### src/cpt_pkg.sv
// ----------------------------------------------------------------------------
// cpt_pkg
// Shared types and constants of the conditional probability table: opcodes,
// status codes, register indexes and the field widths of the item streams.
// ----------------------------------------------------------------------------
package cpt_pkg;

   // Field widths of the item streams.
   localparam int OPCODE_BITS    = 2;
   localparam int INDEX_BITS     = 4;
   localparam int CFG_BITS       = 5;
   localparam int PROB_BITS      = 17;
   localparam int OUT_COUNT_BITS = 16;
   localparam int STATUS_BITS    = 2;
   localparam int REQ_DATA_BITS  = 8;
   localparam int RSP_DATA_BITS  = 56;
   localparam int RSP_PAD_BITS   = RSP_DATA_BITS - PROB_BITS - 2 * OUT_COUNT_BITS;

   // Fixed point: 1.0 is 2^FRAC_BITS; a quotient takes one bit per step.
   localparam int FRAC_BITS = 16;
   localparam int DIV_STEPS = PROB_BITS;
   localparam int STEP_BITS = $clog2(DIV_STEPS + 1);
   localparam logic [PROB_BITS-1:0] ONE_FIXED = PROB_BITS'(1 << FRAC_BITS);

   // Configuration port.
   localparam int CSR_DATA_BITS = 32;
   localparam int CSR_ADDR_BITS = 3;
   localparam int CSR_IDX_BITS  = 1;
   localparam logic [CSR_IDX_BITS-1:0] REG_NUM_CLASSES = 1'b0;
   localparam logic [CSR_IDX_BITS-1:0] REG_ATTRIB_SIZE = 1'b1;
   localparam logic [CFG_BITS-1:0]     CFG_RESET_VALUE = 5'd16;

   // Result status codes.
   localparam logic [STATUS_BITS-1:0] ST_OK    = 2'd0;
   localparam logic [STATUS_BITS-1:0] ST_RANGE = 2'd1;
   localparam logic [STATUS_BITS-1:0] ST_SAT   = 2'd2;

   typedef enum logic [OPCODE_BITS-1:0] {
      OP_ACCUM = 2'd0,
      OP_QUERY = 2'd1,
      OP_CLEAR = 2'd2
   } opcode_type;

   typedef struct packed {
      logic [CFG_BITS-1:0] num_classes;
      logic [CFG_BITS-1:0] attrib_size;
   } cfg_type;

   typedef struct packed {
      logic busy;
      logic done;
   } div_stat_type;

endpackage

### src/cpt_ram.sv
// ----------------------------------------------------------------------------
// cpt_ram
// Generic single-port-write, single-port-read RAM with a registered read.
// ----------------------------------------------------------------------------
module cpt_ram #(
   parameter int  WIDTH = 16,
   parameter int  DEPTH = 16,
   localparam int AW    = $clog2(DEPTH)
) (
   input  logic             clock,
   input  logic             wr_en,
   input  logic [AW-1:0]    wr_addr,
   input  logic [WIDTH-1:0] wr_data,
   input  logic             rd_en,
   input  logic [AW-1:0]    rd_addr,
   output logic [WIDTH-1:0] rd_data
);

   logic [WIDTH-1:0] mem_ff [DEPTH];
   logic [WIDTH-1:0] rd_data_ff;

   always_ff @(posedge clock) begin
      if (wr_en) begin
         mem_ff[wr_addr] <= wr_data;
      end
      if (rd_en) begin
         rd_data_ff <= mem_ff[rd_addr];
      end
   end

   assign rd_data = rd_data_ff;

endmodule

### src/cpt_csr.sv
// ----------------------------------------------------------------------------
// cpt_csr
// Configuration registers behind the APB-style port: class count and
// attribute size used for the bounds checks.
// ----------------------------------------------------------------------------
module cpt_csr (
   input  logic                                clock,
   input  logic                                reset,
   input  logic                                csr_psel,
   input  logic                                csr_penable,
   input  logic                                csr_pwrite,
   input  logic [cpt_pkg::CSR_ADDR_BITS-1:0]   csr_paddr,
   input  logic [cpt_pkg::CSR_DATA_BITS-1:0]   csr_pwdata,
   output logic [cpt_pkg::CSR_DATA_BITS-1:0]   csr_prdata,
   output logic                                csr_pready,
   output cpt_pkg::cfg_type                    cfg
);
   import cpt_pkg::*;

   logic [CFG_BITS-1:0]     num_classes_ff, num_classes_in;
   logic [CFG_BITS-1:0]     attrib_size_ff, attrib_size_in;
   logic [CSR_IDX_BITS-1:0] reg_idx;
   logic                    wr_strobe;

   // Registers sit on a 4-byte stride.
   assign reg_idx    = csr_paddr[2 +: CSR_IDX_BITS];
   assign csr_pready = 1'b1;
   assign wr_strobe  = csr_psel && csr_penable && csr_pwrite && csr_pready;

   always_comb begin
      num_classes_in = num_classes_ff;
      attrib_size_in = attrib_size_ff;
      if (wr_strobe) begin
         unique case (reg_idx)
            REG_NUM_CLASSES: num_classes_in = csr_pwdata[CFG_BITS-1:0];
            REG_ATTRIB_SIZE: attrib_size_in = csr_pwdata[CFG_BITS-1:0];
         endcase
      end
   end

   always_comb begin
      unique case (reg_idx)
         REG_NUM_CLASSES: csr_prdata = CSR_DATA_BITS'(num_classes_ff);
         REG_ATTRIB_SIZE: csr_prdata = CSR_DATA_BITS'(attrib_size_ff);
      endcase
   end

   always_ff @(posedge clock) begin
      if (reset) begin
         num_classes_ff <= CFG_RESET_VALUE;
         attrib_size_ff <= CFG_RESET_VALUE;
      end else begin
         num_classes_ff <= num_classes_in;
         attrib_size_ff <= attrib_size_in;
      end
   end

   assign cfg.num_classes = num_classes_ff;
   assign cfg.attrib_size = attrib_size_ff;

endmodule

### src/cpt_divider.sv
// ----------------------------------------------------------------------------
// cpt_divider
// Restoring divider for (pair count * 2^16) / value count, one quotient bit
// per cycle.
// ----------------------------------------------------------------------------
module cpt_divider #(
   parameter int COUNT_BITS = 16
) (
   input  logic                              clock,
   input  logic                              reset,
   input  logic                              start,
   input  logic [COUNT_BITS-1:0]             dividend,
   input  logic [COUNT_BITS-1:0]             divisor,
   output logic [cpt_pkg::PROB_BITS-1:0]     quotient,
   output cpt_pkg::div_stat_type             stat
);
   import cpt_pkg::*;

   logic                  busy_ff, busy_in;
   logic                  done_ff, done_in;
   logic [STEP_BITS-1:0]  step_ff, step_in;
   logic [COUNT_BITS-1:0] rem_ff, rem_in;
   logic [COUNT_BITS-1:0] dvs_ff, dvs_in;
   logic [PROB_BITS-1:0]  quo_ff, quo_in;
   logic                  bit_ff, bit_in;
   logic [COUNT_BITS:0]   trial;
   logic                  fits;

   // The pair count never exceeds the value count, so the quotient fits in
   // 17 bits. The dividend bits above bit 16 then leave pair_count >> 1 as
   // the partial remainder; only pair_count[0] and sixteen zeros remain.
   assign trial = {rem_ff, bit_ff};
   assign fits  = trial >= {1'b0, dvs_ff};

   always_comb begin
      busy_in = busy_ff;
      done_in = 1'b0;
      step_in = step_ff;
      rem_in  = rem_ff;
      dvs_in  = dvs_ff;
      quo_in  = quo_ff;
      bit_in  = bit_ff;
      if (start) begin
         busy_in = 1'b1;
         step_in = '0;
         rem_in  = {1'b0, dividend[COUNT_BITS-1:1]};
         bit_in  = dividend[0];
         dvs_in  = divisor;
         quo_in  = '0;
      end else if (busy_ff) begin
         rem_in  = fits ? COUNT_BITS'(trial - {1'b0, dvs_ff}) : trial[COUNT_BITS-1:0];
         quo_in  = {quo_ff[PROB_BITS-2:0], fits};
         bit_in  = 1'b0;
         step_in = step_ff + 1'b1;
         if (step_ff == STEP_BITS'(DIV_STEPS - 1)) begin
            busy_in = 1'b0;
            done_in = 1'b1;
         end
      end
   end

   always_ff @(posedge clock) begin
      if (reset) begin
         busy_ff <= 1'b0;
         done_ff <= 1'b0;
         step_ff <= '0;
      end else begin
         busy_ff <= busy_in;
         done_ff <= done_in;
         step_ff <= step_in;
      end
   end

   always_ff @(posedge clock) begin
      rem_ff <= rem_in;
      dvs_ff <= dvs_in;
      quo_ff <= quo_in;
      bit_ff <= bit_in;
   end

   assign quotient  = quo_ff;
   assign stat.busy = busy_ff;
   assign stat.done = done_ff;

endmodule

### src/conditional_probability_table.sv
// Sequencing: an accepted item reads both count RAMs; an accumulate then passes S_EXEC
// and S_DONE, a query S_EXEC, S_DIV (the bit-serial divider, skipped when the value
// count is zero) and S_DONE.
// Flow: one item at a time; a clear sweeps every pair entry before it answers.
// Reset: synchronous; after reset the block sweeps zeros through both RAMs
// (MAX_VALUES*MAX_CLASSES pair entries, 256 by default) before it takes an item.
// ----------------------------------------------------------------------------
// conditional_probability_table
// Per (attribute value, class) and per value training counts held in RAMs,
// with read-modify-write accumulation and a probability query.
// ----------------------------------------------------------------------------
module conditional_probability_table #(
   parameter int MAX_VALUES  = 16,
   parameter int MAX_CLASSES = 16,
   parameter int COUNT_BITS  = 16
) (
   input  logic                                 clock,
   input  logic                                 reset,
   // req_tdata: attribute_value[3:0], class_value[7:4]
   input  logic [cpt_pkg::REQ_DATA_BITS-1:0]    req_tdata,
   // req_tuser: opcode[1:0]
   input  logic [cpt_pkg::OPCODE_BITS-1:0]      req_tuser,
   input  logic                                 req_tvalid,
   output logic                                 req_tready,
   // rsp_tdata: probability[16:0], pair_count[32:17], value_total[48:33], zeros
   output logic [cpt_pkg::RSP_DATA_BITS-1:0]    rsp_tdata,
   // rsp_tuser: status[1:0]
   output logic [cpt_pkg::STATUS_BITS-1:0]      rsp_tuser,
   output logic                                 rsp_tvalid,
   input  logic                                 rsp_tready,
   input  logic                                 csr_psel,
   input  logic                                 csr_penable,
   input  logic                                 csr_pwrite,
   input  logic [cpt_pkg::CSR_ADDR_BITS-1:0]    csr_paddr,
   input  logic [cpt_pkg::CSR_DATA_BITS-1:0]    csr_pwdata,
   output logic [cpt_pkg::CSR_DATA_BITS-1:0]    csr_prdata,
   output logic                                 csr_pready
);
   import cpt_pkg::*;

   localparam int PAIR_DEPTH = MAX_VALUES * MAX_CLASSES;
   localparam int PAIR_AW    = $clog2(PAIR_DEPTH);
   localparam int VAL_AW     = $clog2(MAX_VALUES);
   localparam int LIM_BITS   = 9;
   localparam logic [COUNT_BITS-1:0] COUNT_MAX = {COUNT_BITS{1'b1}};

   typedef enum logic [4:0] {
      S_IDLE  = 5'b00001,
      S_EXEC  = 5'b00010,
      S_DIV   = 5'b00100,
      S_CLEAR = 5'b01000,
      S_DONE  = 5'b10000
   } state_type;

   cfg_type      cfg;
   div_stat_type div_stat;

   state_type            state_ff, state_in;
   opcode_type           op_ff, op_in;
   logic [PAIR_AW-1:0]   pair_addr_ff, pair_addr_in;
   logic [VAL_AW-1:0]    val_addr_ff, val_addr_in;
   logic [PAIR_AW-1:0]   clr_cnt_ff, clr_cnt_in;
   logic                 clr_resp_ff, clr_resp_in;
   logic                 rsp_valid_ff, rsp_valid_in;
   logic [PROB_BITS-1:0]      res_prob_ff, res_prob_in;
   logic [OUT_COUNT_BITS-1:0] res_pc_ff, res_pc_in;
   logic [OUT_COUNT_BITS-1:0] res_vt_ff, res_vt_in;
   logic [STATUS_BITS-1:0]    res_status_ff, res_status_in;
   logic [RSP_DATA_BITS-1:0]  rsp_data_ff, rsp_data_in;
   logic [STATUS_BITS-1:0]    rsp_user_ff, rsp_user_in;

   opcode_type           req_op;
   logic [INDEX_BITS-1:0] req_val;
   logic [INDEX_BITS-1:0] req_cls;
   logic                 req_accept;
   logic                 in_range;
   logic [PAIR_AW-1:0]   req_pair_addr;

   logic                  pair_wr_en, val_wr_en;
   logic [PAIR_AW-1:0]    pair_wr_addr;
   logic [VAL_AW-1:0]     val_wr_addr;
   logic [COUNT_BITS-1:0] pair_wr_data, val_wr_data;
   logic [COUNT_BITS-1:0] pc_rd, vt_rd;
   logic [COUNT_BITS-1:0] pc_inc, vt_inc;
   logic                  div_start;
   logic [PROB_BITS-1:0]  quotient;
   logic [PROB_BITS-1:0]  prob_clamped;

   cpt_csr u_csr (
      .clock       (clock),
      .reset       (reset),
      .csr_psel    (csr_psel),
      .csr_penable (csr_penable),
      .csr_pwrite  (csr_pwrite),
      .csr_paddr   (csr_paddr),
      .csr_pwdata  (csr_pwdata),
      .csr_prdata  (csr_prdata),
      .csr_pready  (csr_pready),
      .cfg         (cfg)
   );

   cpt_ram #(.WIDTH(COUNT_BITS), .DEPTH(PAIR_DEPTH)) u_pair_ram (
      .clock   (clock),
      .wr_en   (pair_wr_en),
      .wr_addr (pair_wr_addr),
      .wr_data (pair_wr_data),
      .rd_en   (req_accept),
      .rd_addr (req_pair_addr),
      .rd_data (pc_rd)
   );

   cpt_ram #(.WIDTH(COUNT_BITS), .DEPTH(MAX_VALUES)) u_value_ram (
      .clock   (clock),
      .wr_en   (val_wr_en),
      .wr_addr (val_wr_addr),
      .wr_data (val_wr_data),
      .rd_en   (req_accept),
      .rd_addr (VAL_AW'(req_val)),
      .rd_data (vt_rd)
   );

   cpt_divider #(.COUNT_BITS(COUNT_BITS)) u_divider (
      .clock    (clock),
      .reset    (reset),
      .start    (div_start),
      .dividend (pc_rd),
      .divisor  (vt_rd),
      .quotient (quotient),
      .stat     (div_stat)
   );

   assign req_op     = opcode_type'(req_tuser);
   assign req_val    = req_tdata[INDEX_BITS-1:0];
   assign req_cls    = req_tdata[2*INDEX_BITS-1:INDEX_BITS];
   assign req_tready = (state_ff == S_IDLE);
   assign req_accept = req_tvalid && req_tready;

   // Both the register and the table size bound each index.
   assign in_range = (CFG_BITS'(req_val) < cfg.attrib_size)
                  && (LIM_BITS'(req_val) < LIM_BITS'(MAX_VALUES))
                  && (CFG_BITS'(req_cls) < cfg.num_classes)
                  && (LIM_BITS'(req_cls) < LIM_BITS'(MAX_CLASSES));
   assign req_pair_addr = PAIR_AW'(int'(req_val) * MAX_CLASSES + int'(req_cls));

   assign pc_inc       = (pc_rd == COUNT_MAX) ? pc_rd : pc_rd + 1'b1;
   assign vt_inc       = vt_rd + 1'b1;
   assign prob_clamped = (quotient > ONE_FIXED) ? ONE_FIXED : quotient;

   // The FSM returns to idle only after any write-back, so a read never
   // overlaps a pending write to the same entry.
   always_comb begin
      state_in      = state_ff;
      op_in         = op_ff;
      pair_addr_in  = pair_addr_ff;
      val_addr_in   = val_addr_ff;
      clr_cnt_in    = clr_cnt_ff;
      clr_resp_in   = clr_resp_ff;
      rsp_valid_in  = rsp_valid_ff;
      rsp_data_in   = rsp_data_ff;
      rsp_user_in   = rsp_user_ff;
      res_prob_in   = res_prob_ff;
      res_pc_in     = res_pc_ff;
      res_vt_in     = res_vt_ff;
      res_status_in = res_status_ff;
      div_start     = 1'b0;
      pair_wr_en    = 1'b0;
      pair_wr_addr  = pair_addr_ff;
      pair_wr_data  = pc_inc;
      val_wr_en     = 1'b0;
      val_wr_addr   = val_addr_ff;
      val_wr_data   = vt_inc;

      if (rsp_valid_ff && rsp_tready) begin
         rsp_valid_in = 1'b0;
      end

      unique case (state_ff)
         S_IDLE: begin
            if (req_accept) begin
               op_in         = req_op;
               pair_addr_in  = req_pair_addr;
               val_addr_in   = VAL_AW'(req_val);
               res_prob_in   = '0;
               res_pc_in     = '0;
               res_vt_in     = '0;
               res_status_in = ST_OK;
               unique case (req_op)
                  OP_ACCUM, OP_QUERY: begin
                     if (in_range) begin
                        state_in = S_EXEC;
                     end else begin
                        res_status_in = ST_RANGE;
                        state_in      = S_DONE;
                     end
                  end
                  OP_CLEAR: begin
                     clr_cnt_in  = '0;
                     clr_resp_in = 1'b1;
                     state_in    = S_CLEAR;
                  end
                  default: state_in = S_DONE;
               endcase
            end
         end
         S_EXEC: begin
            if (op_ff == OP_ACCUM) begin
               if (vt_rd == COUNT_MAX) begin
                  res_status_in = ST_SAT;
                  res_pc_in     = OUT_COUNT_BITS'(pc_rd);
                  res_vt_in     = OUT_COUNT_BITS'(vt_rd);
               end else begin
                  pair_wr_en = 1'b1;
                  val_wr_en  = 1'b1;
                  res_pc_in  = OUT_COUNT_BITS'(pc_inc);
                  res_vt_in  = OUT_COUNT_BITS'(vt_inc);
               end
               state_in = S_DONE;
            end else begin
               res_pc_in = OUT_COUNT_BITS'(pc_rd);
               res_vt_in = OUT_COUNT_BITS'(vt_rd);
               if (vt_rd == '0) begin
                  state_in = S_DONE;
               end else begin
                  div_start = 1'b1;
                  state_in  = S_DIV;
               end
            end
         end
         S_DIV: begin
            if (div_stat.done) begin
               res_prob_in = prob_clamped;
               state_in    = S_DONE;
            end
         end
         S_CLEAR: begin
            pair_wr_en   = 1'b1;
            pair_wr_addr = clr_cnt_ff;
            pair_wr_data = '0;
            val_wr_en    = int'(clr_cnt_ff) < MAX_VALUES;
            val_wr_addr  = VAL_AW'(clr_cnt_ff);
            val_wr_data  = '0;
            if (clr_cnt_ff == PAIR_AW'(PAIR_DEPTH - 1)) begin
               // The sweep after reset answers no item.
               state_in = clr_resp_ff ? S_DONE : S_IDLE;
            end else begin
               clr_cnt_in = clr_cnt_ff + 1'b1;
            end
         end
         S_DONE: begin
            if (!rsp_valid_ff || rsp_tready) begin
               rsp_valid_in = 1'b1;
               rsp_data_in  = {{RSP_PAD_BITS{1'b0}}, res_vt_ff, res_pc_ff, res_prob_ff};
               rsp_user_in  = res_status_ff;
               state_in     = S_IDLE;
            end
         end
         default: state_in = S_IDLE;
      endcase
   end

   always_ff @(posedge clock) begin
      if (reset) begin
         state_ff     <= S_CLEAR;
         clr_cnt_ff   <= '0;
         clr_resp_ff  <= 1'b0;
         rsp_valid_ff <= 1'b0;
      end else begin
         state_ff     <= state_in;
         clr_cnt_ff   <= clr_cnt_in;
         clr_resp_ff  <= clr_resp_in;
         rsp_valid_ff <= rsp_valid_in;
      end
   end

   always_ff @(posedge clock) begin
      op_ff         <= op_in;
      pair_addr_ff  <= pair_addr_in;
      val_addr_ff   <= val_addr_in;
      res_prob_ff   <= res_prob_in;
      res_pc_ff     <= res_pc_in;
      res_vt_ff     <= res_vt_in;
      res_status_ff <= res_status_in;
      rsp_data_ff   <= rsp_data_in;
      rsp_user_ff   <= rsp_user_in;
   end

   assign rsp_tvalid = rsp_valid_ff;
   assign rsp_tdata  = rsp_data_ff;
   assign rsp_tuser  = rsp_user_ff;

   a_wr_only_exec_clear : assert property (@(posedge clock) disable iff (reset)
      (pair_wr_en || val_wr_en) |-> (state_ff == S_EXEC || state_ff == S_CLEAR))
      else $error("count RAM written outside execute or clear");

   a_div_done_in_div : assert property (@(posedge clock) disable iff (reset)
      div_stat.done |-> (state_ff == S_DIV))
      else $error("divider finished while no query was waiting");

   a_ready_div_idle : assert property (@(posedge clock) disable iff (reset)
      req_tready |-> !div_stat.busy)
      else $error("item accepted while the divider is busy");

   a_prob_bound : assert property (@(posedge clock) disable iff (reset)
      rsp_valid_ff |-> (rsp_data_ff[PROB_BITS-1:0] <= ONE_FIXED))
      else $error("probability above 1.0");

   a_range_zero : assert property (@(posedge clock) disable iff (reset)
      (rsp_valid_ff && rsp_user_ff == ST_RANGE) |-> (rsp_data_ff == '0))
      else $error("out-of-range item reports nonzero fields");

endmodule
### config.mk
export PLATFORM = sky130hd
export DESIGN_NAME = conditional_probability_table
export DESIGN_NICKNAME = d
export VERILOG_FILES = /design/src/cpt_pkg.sv /design/src/cpt_ram.sv /design/src/cpt_csr.sv /design/src/cpt_divider.sv /design/src/conditional_probability_table.sv
export SDC_FILE = /design/constraint.sdc
export NUM_CORES = 2
export LEC_CHECK = 0
export ABC_AREA = 0
export BUFFER_PORTS_ARGS = -buffer_cell sky130_fd_sc_hd__buf_2
export CAP_MARGIN = 25
export CORE_MARGIN = 8
export CORE_UTILIZATION = 50
export DETAILED_ROUTE_END_ITERATION = 7
export HOLD_SLACK_MARGIN = 0.02
export PLACE_DENSITY = 0.64
export SYNTH_ARGS = -nofsm -noshare
export SYNTH_HDL_FRONTEND = slang
export SYNTH_HIERARCHICAL = 1
export SYNTH_MEMORY_MAX_BITS = 65536
export SYNTH_SLANG_ARGS = --single-unit
### constraint.sdc
create_clock -name clock -period 41.6 [get_ports clock]
set_input_delay 8.32 -clock clock [delete_from_list [all_inputs] [get_ports clock]]
set_output_delay 8.32 -clock clock [all_outputs]
set_load 0.02 [all_outputs]
==> metrics <==
Final setup viols 0; final hold vios 0; Starting Density 50.07%; Yosys warning total 6; Worst Hold Endpoint rsp_tdata[43]$_DFFE_PP_; clock root buffer clkbuf_16; Die Footprint 377800 sq um; RR Startpoint state_ff[4]$_SDFFE_PP0P_; Remaining DRCs 0; DR vias/cell 6.314; Clk Latency, worst-skew pair between 0.9 and 1 ns; CP cell instances buf_2, mux2_2, buf_2; drt wl/cell between 30 and 40 um; CTS sink cnt 4578; vias in the first global route 89590; most frequent cells in the layout edfxtp_1, mux4_2, mux2i_1; Worst Skew 0.05457 ns; final-stage net count 9297; CP delay by family, top multiplexers; Mapped Area 179200 sq um; Post-Synthesis Cells 8737; First-pass DRT Iterations 6; slowest cell on the critical path mux2_2; RSZ-0062 raised after global routing false; f_max 0.05769 GHz; GP Congestion 0.8833; peak supply drop just under 40 uV; count of input and output buffers 80; Overall Global Routing Usage between 20% and 30%; Max Root-Sink Buffers 4; Crit Path Class in2out; Multi-input gate area 39460 sq um; dpl cells 13500; most used cell, CP buf_2; Slew Limit Fails 80; setup tns final 0 ns; first-pass GRT wire length 647.8 mm; share of cells above drive strength 1 24.28%; worst r2r dst u_pair_ram/mem_ff[223][14]$_DFFE_PP_; outcome complete, but fails checks; worst slew pin tran between 1.5 and 2 ns; most common cell after layout, fill and taps aside edfxtp_1; area delta synth->final 12.72%; die width 614.6 um; Hold Startpoint res_vt_ff[10]$_SDFFCE_PN0P_; Required @ worst endpoint about 33 ns; Worst R2R Setup Slack around 35 ns; Final HPWL DP 268.6 mm; failing checks slew limit; core occupancy in the finished layout between 50% and 60%; Tmin final 17.33 ns; crit-path max FO 9; Finished Layout Cells 14370; Worst path max stage delay 0.36 ns; Post-Route WL around 460 mm; Register Area 137000 sq um; Core Box Area 357800 sq um; number of clock buffers inserted by TritonCTS ~450; 1st-iter DRT viols roughly 11000; max_cap viols 0; post-route clock period utilization 41.67%; CP Buf/Inv Count 2; Final WS setup 24.27 ns; CP Capture Type output port; Post-CTS Setup Bufs 0; Hold Crit Class reg2reg; CP arrival 9.01 ns; GRT overflow 0; Via Count 90730; H-tree levels 5; Fillers 26330; Resized Gates After CTS 0; Antenna Nets Post-Route 0; pre-CTS WS 24.26 ns; Hold Path Cell Cnt 0; Synth Area per Inst 20.51 sq um; R2R depth 11; largest net degree at the start of global routing ~260; CP startpoint kind input pin; initial antenna violation count 12; Site Rows 220; Slew headroom -7.392%; die height 614.6 um; CTS tree yes; clk slew on worst S/H paths 0.06 ns; # hold bufs at CTS 0; Ports 145; leak pwr 65.44 nW; power per cell area 49.47 nW/um^2
## report_power, final
group,total (mW),switching (mW),internal (mW)
Sequential,5.26,0.0153,5.25
Clock,4.01,1.71,2.30
Combinational,0.723,0.523,0.200
Total,9.99,2.25,7.74
## worst register-to-register path, stage by stage, from the launching register on
cell	delay, ns
dfxtp_1	0.35
nor4_1	0.62
and2_2	0.63
buf_4	0.56
nand2_1	0.18
nand2_1	0.45
nand4_1	0.59
inv_1	0.16
nand2_1	0.58
buf_4	0.50
nor2_1	0.86
buf_4	0.36
## state kept, by name, indices dropped and copies added, names as in the netlist, 2 cells and up
register	count
u_divider/quotient	17
u_value_ram/rd_data	16
state_ff	5
res_pc_ff	16
u_csr/attrib_size_ff	5
u_pair_ram/mem_ff	4096
res_prob_ff	17
res_vt_ff	16
rsp_tdata	49
op_ff	2
u_divider/step_ff	5
rsp_tuser	2
u_pair_ram/rd_data	16
u_value_ram/mem_ff	256
u_divider/dvs_ff	16
u_csr/num_classes_ff	5
clr_cnt_ff	8
u_divider/rem_ff	16
res_status_ff	2
pair_addr_ff	8
## metal layers
metal	global-route usage [%]	up-vias	share of wire (%)
met5	0	-	0
met4	7.157	0	3.4
met3	4.788	706	9.4
met2	37.23	4444	47
met1	32.98	48080	40
li1	-	37500	-
## per-stage QoR
step	hold slack, ns	instance area (sq um)	total power, mW
CTS	0.4204	201400	10.04
global route	0.4236	202000	10.26
finish	0.4186	202000	9.992
floorplan	0.4003	179300	5.806
detailed placement	0.4045	186900	6.069
global placement	0.4023	186000	6.031
## worst max path at each step
stage                            start             to  slack (ns)  cells past startpoint
after floorplan           csr_paddr[2]  csr_prdata[0]       24.48                      2
after global placement    csr_paddr[2]  csr_prdata[4]       24.28                      3
after detailed placement  csr_paddr[2]  csr_prdata[0]       24.26                      3
after CTS                 csr_paddr[2]  csr_prdata[0]       24.26                      3
after global routing      csr_paddr[2]  csr_prdata[4]       24.23                      3
final                     csr_paddr[2]  csr_prdata[0]       24.27                      3
## final cells by class
class | instances | share of cell area [%]
flip-flops and latches | 4578 | 67.82
multi-input cells | 3588 | 19.54
clock buffers | 551 | 5.837
well taps | 4773 | 2.957
repair buffers | 549 | 2.402
clock inverters | 276 | 1.346
inverters | 48 | 0.09540
diodes | 7 | 0.008673
No activity file was read; power rests on OpenSTA's default activity.
